`config.mk`:
```
export PLATFORM = sky130hd
export DESIGN_NAME = bracket_balance_filter
export DESIGN_NICKNAME = d
export VERILOG_FILES = /design/src/rtl/bbf_pkg.sv /design/src/rtl/bbf_ram.sv /design/src/rtl/bbf_front.sv /design/src/rtl/bbf_back.sv /design/src/rtl/bracket_balance_filter.sv
export SDC_FILE = /design/constraint.sdc
export NUM_CORES = 1
export LEC_CHECK = 0
export BUFFER_PORTS_ARGS = -buffer_cell sky130_fd_sc_hd__buf_2
export CAP_MARGIN = 20
export CORE_AREA = 2 2 292 294
export DETAILED_ROUTE_END_ITERATION = 7
export DIE_AREA = 0 0 294 296
export PLACE_DENSITY = 0.83
export SLEW_MARGIN = 20
export SYNTH_ARGS = -nofsm -noshare
export SYNTH_HDL_FRONTEND = slang
export SYNTH_SLANG_ARGS = --single-unit
```
`constraint.sdc`:
```
create_clock -name clk -period 3.72 [get_ports clk]
set_clock_uncertainty 0.15 [all_clocks]
set_input_delay 0.744 -clock clk [delete_from_list [all_inputs] [get_ports clk]]
set_output_delay 0.744 -clock clk [all_outputs]
set_load 0.1 [all_outputs]
```
`src/rtl/bbf_pkg.sv`:
```
// bbf_pkg: shared types, constants and byte classification for the bracket balance filter
// no dependencies; used by bbf_front, bbf_back and bracket_balance_filter
package bbf_pkg;

  localparam logic [7:0] OPEN_BYTE = 8'h28;

  // short queue between the front and the back
  localparam int QUEUE_DEPTH = 4;
  localparam int QPW = $clog2(QUEUE_DEPTH);
  localparam int QCW = $clog2(QUEUE_DEPTH + 1);

  // one classified beat as it travels through the queue
  typedef struct packed {
    logic [7:0] data;
    logic       last;
    logic       letter;
    logic       open_b;
  } item_t;

  // back status seen by the top level
  typedef struct packed {
    logic replay;
    logic q_pop;
  } status_t;

  function automatic logic is_letter(input logic [7:0] c);
    is_letter = (c >= 8'h41 && c <= 8'h5A) || (c >= 8'h61 && c <= 8'h7A);
  endfunction

endpackage

```
`src/rtl/bbf_ram.sv`:
```
// bbf_ram: generic single-write, single-read memory with registered read data
// no dependencies
module bbf_ram #(
  parameter int WIDTH = 8,
  parameter int DEPTH = 64
) (
  input  logic                                   clk,
  input  logic                                   we,
  input  logic [((DEPTH > 1) ? $clog2(DEPTH) : 1)-1:0] waddr,
  input  logic [WIDTH-1:0]                       wdata,
  input  logic [((DEPTH > 1) ? $clog2(DEPTH) : 1)-1:0] raddr,
  output logic [WIDTH-1:0]                       rdata
);

  logic [WIDTH-1:0] mem [DEPTH];

  always_ff @(posedge clk) begin
    if (we) begin
      mem[waddr] <= wdata;
    end
    rdata <= mem[raddr];
  end

endmodule

```
`src/rtl/bbf_front.sv`:
```
// bbf_front: accepts input beats, classifies each byte and holds it in a short queue
// depends on bbf_pkg
module bbf_front (
  input  logic           clk,
  input  logic           rst,
  input  logic           start,
  input  logic [7:0]     in_char,
  input  logic           in_last,
  output logic           busy,
  output logic           q_valid,
  output bbf_pkg::item_t q_item,
  input  logic           q_pop
);

  bbf_pkg::item_t              q_mem [bbf_pkg::QUEUE_DEPTH];
  logic [bbf_pkg::QPW-1:0]     wptr;
  logic [bbf_pkg::QPW-1:0]     rptr;
  logic [bbf_pkg::QCW-1:0]     level;
  logic                        push;
  bbf_pkg::item_t              new_item;

  assign busy    = (level == bbf_pkg::QCW'(bbf_pkg::QUEUE_DEPTH));
  assign push    = start && !busy;
  assign q_valid = (level != '0);
  assign q_item  = q_mem[rptr];

  always_comb begin
    new_item.data   = in_char;
    new_item.last   = in_last;
    new_item.letter = bbf_pkg::is_letter(in_char);
    new_item.open_b = (in_char == bbf_pkg::OPEN_BYTE);
  end

  always_ff @(posedge clk) begin
    if (push) begin
      q_mem[wptr] <= new_item;
    end
  end

  always_ff @(posedge clk) begin
    if (rst) begin
      wptr  <= '0;
      rptr  <= '0;
      level <= '0;
    end else begin
      if (push) begin
        wptr <= wptr + 1'b1;
      end
      if (q_pop) begin
        rptr <= rptr + 1'b1;
      end
      if (push && !q_pop) begin
        level <= level + 1'b1;
      end else if (!push && q_pop) begin
        level <= level - 1'b1;
      end
    end
  end

endmodule

```
`src/rtl/bbf_back.sv`:
```
// bbf_back: stores bytes, matches brackets on a position stack, then replays the string
// depends on bbf_pkg and bbf_ram
module bbf_back #(
  parameter int MAX_LEN = 64
) (
  input  logic             clk,
  input  logic             rst,
  input  logic             q_valid,
  input  bbf_pkg::item_t   q_item,
  output logic             q_pop,
  output bbf_pkg::status_t status,
  output logic             strobe,
  output logic [7:0]       out_char,
  output logic             out_last,
  output logic             out_empty,
  output logic             overflow
);

  localparam int AW = (MAX_LEN > 1) ? $clog2(MAX_LEN) : 1;
  localparam int CW = $clog2(MAX_LEN + 1);

  localparam logic ST_LOAD   = 1'b0;
  localparam logic ST_REPLAY = 1'b1;

  logic               state;
  logic [CW-1:0]      count;
  logic [CW-1:0]      depth;
  logic               ovf_seen;
  logic [MAX_LEN-1:0] flags;
  logic [AW-1:0]      tos;
  logic               pop_d;

  // replay
  logic [CW-1:0] i;
  logic [CW-1:0] p;
  logic          a_ok;
  logic          b_ok;
  logic [7:0]    pend;
  logic          pend_valid;
  logic          ov_r;

  logic [7:0]    a_data;
  logic [7:0]    pat_char;
  logic [AW-1:0] stk_rdata;

  logic          room;
  logic          store_we;
  logic          do_push;
  logic          do_pop;
  logic [AW-1:0] tos_eff;
  logic [CW-1:0] depth_m1;
  logic [CW-1:0] depth_m2;

  logic          fin;
  logic          p_has;
  logic          flagp;
  logic          pat_ready;
  logic          keep;
  logic          consume;
  logic          i_adv;
  logic          p_adv;

  logic          emit_v;
  logic [7:0]    emit_char;
  logic          emit_last;
  logic          emit_empty;

  assign q_pop         = (state == ST_LOAD) && q_valid;
  assign status.replay = (state == ST_REPLAY);
  assign status.q_pop  = q_pop;

  // load side
  assign room     = (count < CW'(MAX_LEN));
  assign store_we = q_pop && room;
  assign depth_m1 = depth - CW'(1);
  assign depth_m2 = depth - CW'(2);
  assign tos_eff  = pop_d ? stk_rdata : tos;
  assign do_push  = store_we && q_item.open_b && (depth < CW'(MAX_LEN));
  assign do_pop   = store_we && !q_item.letter && !q_item.open_b && (depth != '0);

  bbf_ram #(.WIDTH(8), .DEPTH(MAX_LEN)) u_store_a (
    .clk   (clk),
    .we    (store_we),
    .waddr (count[AW-1:0]),
    .wdata (q_item.data),
    .raddr (i[AW-1:0]),
    .rdata (a_data)
  );

  // second copy of the store for the pattern pointer
  bbf_ram #(.WIDTH(8), .DEPTH(MAX_LEN)) u_store_b (
    .clk   (clk),
    .we    (store_we),
    .waddr (count[AW-1:0]),
    .wdata (q_item.data),
    .raddr (p[AW-1:0]),
    .rdata (pat_char)
  );

  // entries below the top of stack; the top lives in tos
  bbf_ram #(.WIDTH(AW), .DEPTH(MAX_LEN)) u_stack (
    .clk   (clk),
    .we    (do_push && (depth != '0)),
    .waddr (depth_m1[AW-1:0]),
    .wdata (tos_eff),
    .raddr (depth_m2[AW-1:0]),
    .rdata (stk_rdata)
  );

  // replay side
  assign fin       = (i >= count);
  assign p_has     = (p < count);
  assign flagp     = p_has && flags[p[AW-1:0]];
  assign pat_ready = b_ok && flagp;

  always_comb begin
    keep    = 1'b0;
    consume = 1'b0;
    i_adv   = 1'b0;
    if (state == ST_REPLAY && !fin && a_ok) begin
      if (bbf_pkg::is_letter(a_data)) begin
        keep  = 1'b1;
        i_adv = 1'b1;
      end else if (!p_has) begin
        i_adv = 1'b1;
      end else if (pat_ready) begin
        i_adv = 1'b1;
        if (pat_char == a_data) begin
          keep    = 1'b1;
          consume = 1'b1;
        end
      end
    end
    p_adv = (state == ST_REPLAY) && p_has && (!flagp || consume);
  end

  always_comb begin
    emit_v     = 1'b0;
    emit_char  = pend;
    emit_last  = 1'b0;
    emit_empty = 1'b0;
    if (state == ST_REPLAY) begin
      if (fin) begin
        emit_v    = 1'b1;
        emit_last = 1'b1;
        if (!pend_valid) begin
          emit_char  = '0;
          emit_empty = 1'b1;
        end
      end else if (keep && pend_valid) begin
        emit_v = 1'b1;
      end
    end
  end

  always_ff @(posedge clk) begin
    if (rst) begin
      state      <= ST_LOAD;
      count      <= '0;
      depth      <= '0;
      ovf_seen   <= 1'b0;
      flags      <= '0;
      pop_d      <= 1'b0;
      i          <= '0;
      p          <= '0;
      a_ok       <= 1'b0;
      b_ok       <= 1'b0;
      pend_valid <= 1'b0;
      strobe     <= 1'b0;
    end else begin
      strobe <= emit_v;
      pop_d  <= do_pop;
      case (state)
        ST_LOAD: begin
          if (q_pop) begin
            if (room) begin
              count <= count + CW'(1);
            end else begin
              ovf_seen <= 1'b1;
            end
            if (do_push) begin
              depth <= depth + CW'(1);
            end else if (do_pop) begin
              depth <= depth_m1;
              // mark the popped open and this closer together
              flags <= flags | (MAX_LEN'(1) << tos_eff) | (MAX_LEN'(1) << count[AW-1:0]);
            end
            if (q_item.last) begin
              state      <= ST_REPLAY;
              i          <= '0;
              p          <= '0;
              a_ok       <= 1'b0;
              b_ok       <= 1'b0;
              pend_valid <= 1'b0;
            end
          end
        end
        ST_REPLAY: begin
          a_ok <= !i_adv;
          b_ok <= !p_adv;
          if (i_adv) begin
            i <= i + CW'(1);
          end
          if (p_adv) begin
            p <= p + CW'(1);
          end
          if (keep) begin
            pend_valid <= 1'b1;
          end
          if (fin) begin
            state    <= ST_LOAD;
            count    <= '0;
            depth    <= '0;
            ovf_seen <= 1'b0;
            flags    <= '0;
          end
        end
        default: begin
          state <= ST_LOAD;
        end
      endcase
    end
  end

  // payload registers
  always_ff @(posedge clk) begin
    if (!do_push) begin
      tos <= tos_eff;
    end else begin
      tos <= count[AW-1:0];
    end
    if (state == ST_LOAD && q_pop && q_item.last) begin
      ov_r <= ovf_seen || !room;
    end
    if (keep) begin
      pend <= a_data;
    end
    out_char  <= emit_char;
    out_last  <= emit_last;
    out_empty <= emit_empty;
    overflow  <= ov_r;
  end

endmodule

```
`src/rtl/bracket_balance_filter.sv`:
```
// bracket_balance_filter: top level, front classifier and queue feeding the bracket back end
// depends on bbf_pkg, bbf_front, bbf_back (and bbf_ram through bbf_back)
//
// usage
//   a string arrives one byte per beat on in_char, in_last marking its final byte;
//   a beat is taken at a rising edge with start high and busy low
//   letters are always kept; '(' opens, any other non-letter closes when an open is
//   pending; the kept brackets are the earliest-first embedding of the matched ones
//   results leave one beat per strobe cycle on out_char / out_last / out_empty /
//   overflow; the receiver cannot hold them off, each is valid for one cycle only
//   an empty result gives one beat with out_char zero and out_empty, out_last high
//   bytes past MAX_LEN are dropped and every result beat of that string has overflow set
// timing
//   the front queues four beats, so busy rises only while the back replays
//   loading takes one byte per cycle; the replay first primes the store read, then
//   reads each stored byte through the registered read port before advancing,
//   waits while the pattern pointer scans ahead on its own read port, and ends
//   with a closing step that emits the final beat; results trail the walk by
//   one kept byte so the final one can carry out_last
// reset
//   rst is synchronous; it empties the queue, the stack and the match flags;
//   the byte store needs no clearing since only written entries are read
module bracket_balance_filter #(
  parameter int MAX_LEN = 64
) (
  input  logic       clk,
  input  logic       rst,
  input  logic       start,
  output logic       busy,
  input  logic [7:0] in_char,
  input  logic       in_last,
  output logic       strobe,
  output logic [7:0] out_char,
  output logic       out_last,
  output logic       out_empty,
  output logic       overflow
);

  // queue between the front and the back
  logic             q_valid;
  logic             q_pop;
  bbf_pkg::item_t   q_item;
  bbf_pkg::status_t status;

  bbf_front u_front (
    .clk     (clk),
    .rst     (rst),
    .start   (start),
    .in_char (in_char),
    .in_last (in_last),
    .busy    (busy),
    .q_valid (q_valid),
    .q_item  (q_item),
    .q_pop   (q_pop)
  );

  bbf_back #(.MAX_LEN(MAX_LEN)) u_back (
    .clk       (clk),
    .rst       (rst),
    .q_valid   (q_valid),
    .q_item    (q_item),
    .q_pop     (q_pop),
    .status    (status),
    .strobe    (strobe),
    .out_char  (out_char),
    .out_last  (out_last),
    .out_empty (out_empty),
    .overflow  (overflow)
  );

  // the back only pulls beats from a non-empty queue
  a_pop_has_item : assert property (@(posedge clk) disable iff (rst)
    q_pop |-> q_valid)
    else $error("queue popped while empty");

  // no beat is pulled while a replay is running
  a_pop_in_load : assert property (@(posedge clk) disable iff (rst)
    status.q_pop |-> !status.replay)
    else $error("queue popped during replay");

  // results only follow a replay cycle
  a_result_from_replay : assert property (@(posedge clk) disable iff (rst)
    strobe |-> $past(status.replay))
    else $error("result beat outside replay");

  // the empty beat is a lone final beat with a zero byte
  a_empty_form : assert property (@(posedge clk) disable iff (rst)
    (strobe && out_empty) |-> (out_last && out_char == 8'h00))
    else $error("malformed empty result");

endmodule
```
Word-level counts from Yosys, hierarchy flattened. Memory sizes are Yosys's and may differ from the RTL's. A register that Yosys moved wholly into a read port is not among the register bits. Cells that the tools add are included.

Register bits after elaboration: 132. Bits in writable memories: 1452. Input port bits: 12. Output and inout bits: 13. Logic and storage cells: 184. Memories: 4.

Add/sub/neg operators: 10. Magnitude comparators: 13. Equal/unequal tests: 14. Shift-type cells: 2. Muxes and demuxes: 65. Bitwise logic cells: 3. Reductions and logical operators: 51.

Memory list: u_back.u_store_a.mem (words 64, bits a word 8, read ports 1, clocked after memory_dff 1, wr ports 1, RTL line bbf_ram.sv:15) `logic [WIDTH-1:0] mem [DEPTH];`; u_back.u_store_b.mem (words 64, bits a word 8, read ports 1, clocked after memory_dff 1, wr ports 1, RTL line bbf_ram.sv:15); u_back.u_stack.mem (words 64, bits a word 6, read ports 1, clocked after memory_dff 1, wr ports 1, RTL line bbf_ram.sv:15); u_front.q_mem (words 4, bits a word 11, read ports 1, clocked after memory_dff 1, wr ports 1, RTL line bbf_front.sv:15) `bbf_pkg::item_t q_mem [bbf_pkg::QUEUE_DEPTH];`.

Operator list (number): 64-bit 2-to-1 mux (4); 64-bit OR (2); 64-bit one-hot mux with 2 select lines (1); 1-bit by 6-bit left shift with 64-bit output (first input constant) (2); 7-bit 2-to-1 mux (10); 7-bit one-hot mux with 2 select lines (4); 8-bit by 7-bit greater-or-equal comparator with 1-bit output (second input constant) (4); 8-bit by 7-bit <= comparator with 1-bit output (second input constant) (4); 1-bit 2-to-1 mux (31); 7-bit by 1-bit adder with 7-bit output (second input constant) (4); 1-bit logical AND (24); 8-bit 2-to-1 mux (3); 3-bit AND reduction (6); 7-bit < comparator (second input constant) (2); 6-bit 2-to-1 mux (2); 2-bit inequality test (second input constant) (6); 1-bit logical NOT (10); 1-bit one-hot mux with 2 select lines (5); 8-bit by 6-bit equality test with 1-bit output (second input constant) (1); 8-bit equality test (1); 2-bit by 1-bit inequality test with 1-bit output (second input constant) (4); 7-bit greater-or-equal comparator (1); 6-bit by 7-bit < comparator with 1-bit output (second input constant) (1); 7-bit < comparator (1); 18 further kinds (25).

Logic depth before layout (Yosys ltp).
Depth in word-level cells: 12. Mapped depth: 15. Gate-level depth less buffers: 10.

Cells and area by module. From an unflattened synthesis, not the netlist that was laid out.

Cells, all modules: 3470. Area total of the unflattened synthesis: 64211.6 um^2.

By module, submodules not included: bbf_ram at u_back.u_store_a ... (instances 2, cells each 940, area each 20166.8 um^2, sequential area each 15534.9 um^2); bbf_ram at u_back.u_stack (instances 1, cells each 720, area each 15225.9 um^2, sequential area each 11651.2 um^2); bbf_back (instances 1, cells each 758, area each 6571.3 um^2, sequential area each 2592.5 um^2); bbf_front (instances 1, cells each 112, area each 2080.7 um^2, sequential area each 1501.4 um^2).

Least setup slack after synthesis. OpenSTA, ideal clock, no wires.

Kind: reg2reg. Start point: reg u_front.level[0] in the netlist's numbering. End point: reg u_front.level[2] in the netlist's numbering. Library setup time: 0.070 ns. Arrival time: 3.873 ns. Required time: 3.500 ns. Path slack: -0.373 ns. Cell stages (with the launch flop): 10. Clock period less this slack: 4.093 ns. Path through: dfxtp_1 > nor3b_1 > nor2b_1 > clkbuf_1 > ha_1 > inv_1 > fa_1 > xor2_1 > or3_1 > a21oi_1.

Cells in the longest elaborated chain, start to end: 6. Elaborated cells on any way between the ends: 14. Those cells by class: add/sub: 2; eq/ne: 1; mux: 2; reduce/logical: 9.

Ends and longest elaborated chain: start: declaration (RTL line bbf_front.sv:18) `logic [bbf_pkg::QCW-1:0] level;`; start signal: assignment (RTL line bbf_front.sv:53) `level <= level + 1'b1;`; start signal: assignment (RTL line bbf_front.sv:55) `level <= level - 1'b1;`; 3-bit equality test (*) (RTL line bbf_front.sv:22) `assign busy = (level == bbf_pkg::QCW'(bbf_pkg::QUEUE_DEPTH));`; via busy (RTL line bracket_balance_filter.sv:29) `output logic busy,`; 1-bit logical NOT (*) (RTL line bbf_front.sv:23) `assign push = start && !busy;`; 1-bit logical AND (*) (RTL line bbf_front.sv:23); via u_front.push (RTL line bbf_front.sv:19) `logic push;`; 1-bit logical NOT (RTL line bbf_front.sv:54) `end else if (!push && q_pop) begin`; 1-bit logical AND (RTL line bbf_front.sv:54); 2-bit nonzero test (no line).

Mark *: on every way through the listed nets, which the timed path passes. The rest lies on a longest branch. The select of a mux whose other input is x is not followed. A chain may end at the register's enable or synchronous reset.

Worst setup path in the final report.
Start point: reg u_front.level[0] in the netlist's numbering. End point: mem u_back.u_stack.mem[21][2] in the netlist's numbering, enable pin.

Cells in the longest elaborated chain, start to end: 8.

Ends and longest elaborated chain: 3-bit nonzero test (RTL line bbf_front.sv:24) `assign q_valid = (level != '0);`; 1-bit logical AND (RTL line bbf_back.sv:68) `assign q_pop = (state == ST_LOAD) && q_valid;`; 1-bit logical AND (RTL line bbf_back.sv:74) `assign store_we = q_pop && room;`; 1-bit logical AND (2 in series) (RTL line bbf_back.sv:78) `assign do_push = store_we && q_item.open_b && (depth < CW'(MAX_LEN));`; 1-bit logical AND (RTL line bbf_back.sv:103) `.we (do_push && (depth != '0)),`; 1-bit 2-to-1 mux (RTL line bbf_ram.sv:18) `if (we) begin`; 1-bit 2-to-1 mux (not written as such) (RTL line bbf_ram.sv:19) `mem[waddr] <= wdata;`; end: declaration (RTL line bbf_ram.sv:15).

No other way between the ends.

==> impl_metrics.json <==
{
  "status": "finished clean",
  "syn-cell-area_um2": 47300,
  "cts_setup_buffers": 0,
  "synth_edf_count": 949,
  "grt_start_max_net_pins": 132,
  "fp.dieW_um": 294,
  "drive_gt1_frac": 0.308,
  "path_clk_slew_ns": 0.06,
  "die_area_um2": 87000,
  "io_buffers": 24,
  "initial_core_util": 0.562,
  "ys_seq_area_frac": 0.664,
  "finalCritPeriodShare": 0.956,
  "cts.sinks": 1096,
  "slew_headroom": 0.294,
  "globalRoute.totalOverflow": 0,
  "max_freq_ghz": 0.281,
  "fin_crit_ns": 3.56,
  "clock_latency_ns": 0.67,
  "htree_levels": 3,
  "drc": 0,
  "r2r-start": "u_front.level[0]",
  "critical_path_required_ns": 3.88,
  "grt_first_pass_wirelength_um": 182000,
  "grt_use_total": 0.288,
  "core_um2": 84200,
  "powerDensity_nw_per_um2": 702,
  "drtPass1Iterations": 8,
  "cts_resized": 0,
  "worstRegToRegCells": 7,
  "cap_violations": 0,
  "critPathLaunchType": "flop",
  "crit_path_max_fanout": 8,
  "syn-instance-count": 2536,
  "routedWlPerCell_um": 32.4,
  "report.final.slew_viol_count": 0,
  "ant_nets": 0,
  "worst_slew_pin_slew_ns": 1.05,
  "dp_hpwl_um": 72800,
  "viasPerCell": 7.05,
  "drt-initial-drc-count": 4322,
  "vdd_drop_max_v": 0.000633,
  "fin_hold_ws_ns": 0.161,
  "nets": 2683,
  "ys_ff_latch": 1096,
  "whs_path_depth": 1,
  "arrival_ns": 3.71,
  "cts_buffers": 104,
  "synth_fp_nets": 2581,
  "cp-end-kind": "flop",
  "holdPathEnd": "u_front.q_mem[1][2]",
  "clock_path_buffers": 3,
  "ys_warn_count": 0,
  "clock-root-buffer": "clkbuf_16",
  "rsz0062_at_grt": "false",
  "antenna_cells": 0,
  "min-delay-start": "in_last",
  "hold_buffers": 0,
  "pin_count": 25,
  "antenna_found_initial": 3,
  "syn_avg_cell_area_um2": 18.7,
  "r2r_setup_slack_ns": 0.16,
  "crit_type": "reg -> reg",
  "cts_tree": "done",
  "first_global_vias": 27149,
  "drt-total-wl_um": 124000,
  "ys_types": 65,
  "ys_async_sr_fraction": 0,
  "vias": 26870,
  "p_leak_nw": 16.3,
  "nFillCells": 5403,
  "setup_viol": 0,
  "worstHoldPathType": "in -> reg",
  "row_count": 107,
  "setup-tns-final_ns": 0,
  "areaGrowthSynthToFinish_pct": 11.7,
  "place.gp.congestion": 0.912,
  "final_hold_viol_count": 0,
  "die_h_um": 296,
  "fin_util": 0.628,
  "r2r_end": "u_back.u_stack.mem[21][2]",
  "synth_ff_type": "edfxtp_1"
}
[flip-flops by register name, summed over array words and instances, names as in the netlist, 2 cells and up, named ones only]
name / cells
u_back.u_stack.mem: 384
u_back.u_store_b.mem: 368
u_back.u_store_a.mem: 144
u_back.flags: 64
u_front.q_mem: 44
u_back.out_char: 8
u_back.pend: 8
u_back.u_store_a.rdata: 8
u_back.u_store_b.rdata: 8
u_back.count: 7
u_back.depth: 7
u_back.i: 7
u_back.p: 7
u_back.tos: 6
u_back.u_stack.rdata: 6
u_front.level: 3
u_front.rptr: 2
u_front.wptr: 2
[cells in the mapped netlist (6+ instances only)]
| cell | instances | area (um^2) |
|---|---|---|
| o22ai_1 | 70 | 438 |
| inv_1 | 35 | 131 |
| mux2_2 | 6 | 67.6 |
| and2_1 | 7 | 43.8 |
| nand3_1 | 44 | 220 |
| clkbuf_1 | 94 | 353 |
| a21oi_1 | 91 | 455 |
| dfxtp_1 | 147 | 2940 |
| mux2i_1 | 19 | 190 |
| nor2b_1 | 15 | 93.8 |
| a21o_1 | 8 | 60.1 |
| nand2b_1 | 11 | 68.8 |
| nor3_1 | 11 | 55.1 |
| buf_2 | 25 | 125 |
| mux2_1 | 7 | 78.8 |
| buf_1 | 34 | 128 |
| nand4_1 | 7 | 43.8 |
| mux4_2 | 478 | 10800 |
| edfxtp_1 | 949 | 28500 |
| nor2_1 | 256 | 961 |
| nand2_1 | 69 | 259 |
| ha_1 | 32 | 400 |
| o21ai_0 | 10 | 50.1 |
| xnor2_1 | 15 | 131 |
| xor2_1 | 15 | 131 |
[power breakdown]
part,internal [W],switching (W)
Sequential,0.0155,0.000388
Clock,0.00638,0.00463
Combinational,0.00348,0.00675
Total,0.0254,0.0118
[stage by stage]
| step | cell area, um^2 | total power (W) | instances | setup slack [ns] |
|---|---|---|---|---|
| final | 52900 | 0.0371 | 3814 | 0.164 |
| after global placement | 49300 | 0.0256 | 3622 | 0.469 |
| after CTS | 52900 | 0.0371 | 3814 | 0.200 |
| after global routing | 52900 | 0.0382 | 3814 | 0.0799 |
| after floorplan | 47300 | 0.0226 | 2536 | 0.0549 |
| after detailed placement | 49300 | 0.0260 | 3622 | 0.361 |
[layer usage]
| metal | routed length [um] | track usage |
|---|---|---|
| met5 | 27 | 0 |
| met4 | 7380 | 0.148 |
| met3 | 12700 | 0.0519 |
| met2 | 61400 | 0.471 |
| met1 | 42200 | 0.376 |
[worst max-delay path by stage]
stage	startpoint	to	cells after the start
after floorplan	u_back.depth[1]	u_back.u_stack.rdata[1]	11
after CTS	u_back.depth[1]	u_back.u_stack.rdata[0]	7
final	u_front.level[0]	u_back.u_stack.mem[21][2]	7
after detailed placement	u_back.depth[1]	u_back.u_stack.rdata[5]	7
after global routing	u_back.depth[2]	u_back.u_stack.mem[36][1]	7
after global placement	u_front.level[0]	u_back.u_stack.mem[21][5]	7
[worst max-delay path, stage by stage, from the launching register on]
cell and delay, ns:
dfxtp_1 0.43, nor3_1 0.13, nor3_1 0.37, nand2_1 0.17
nor2_1 0.19, and3_1 0.27, nand3_1 0.68, nor2_1 0.79
[area by class of cell]
type,instances,area [um^2],share of cell area
Sequential cell,1096,31500,0.595
Multi-Input combinational cell,1239,15100,0.286
Clock buffer,141,3010,0.0569
Tap cell,1090,1360,0.0258
Timing Repair Buffer,157,1240,0.0235
Clock inverter,51,542,0.0102
Inverter,40,150,0.00284
[placed cells by master (no fill, tap or decap), types with 6 or more instances in the layout]
master,netlist,final
mux2_1,7,7
nor3_1,11,11
nand2_1,69,68
clkinv_2,0,22
nand2b_1,11,10
and2_1,7,7
xor2_1,15,14
mux4_4,0,7
xnor2_1,15,15
buf_2,25,24
nand3_1,44,44
clkinv_1,2,10
mux4_2,478,471
clkbuf_1,94,17
o21ai_0,10,10
nor2_1,256,256
dfxtp_1,147,138
clkbuf_8,0,7
ha_1,32,32
buf_4,3,123
o22ai_1,70,70
a21oi_1,91,91
mux2_2,6,6
mux2i_1,19,19
bufinv_16,0,10
edfxtp_1,949,949
dfxtp_4,0,6
nand4_1,7,7
inv_2,3,8
buf_12,0,10
inv_1,35,29
nor2b_1,15,15
clkbuf_16,0,113
a21o_1,8,8
[cell families after synthesis]
| family | share of synthesized area |
|---|---|
| adder cells (fa/ha/maj) | 0.00888 |
| XOR/XNOR | 0.00555 |
| AO/OA/AOI/OAI | 0.0281 |
| multiplexers | 0.235 |
| AND/OR/NAND/NOR | 0.0413 |
| buffers and inverters | 0.0175 |
| flip-flops | 0.664 |
No activity file was read; power rests on OpenSTA's default activity.
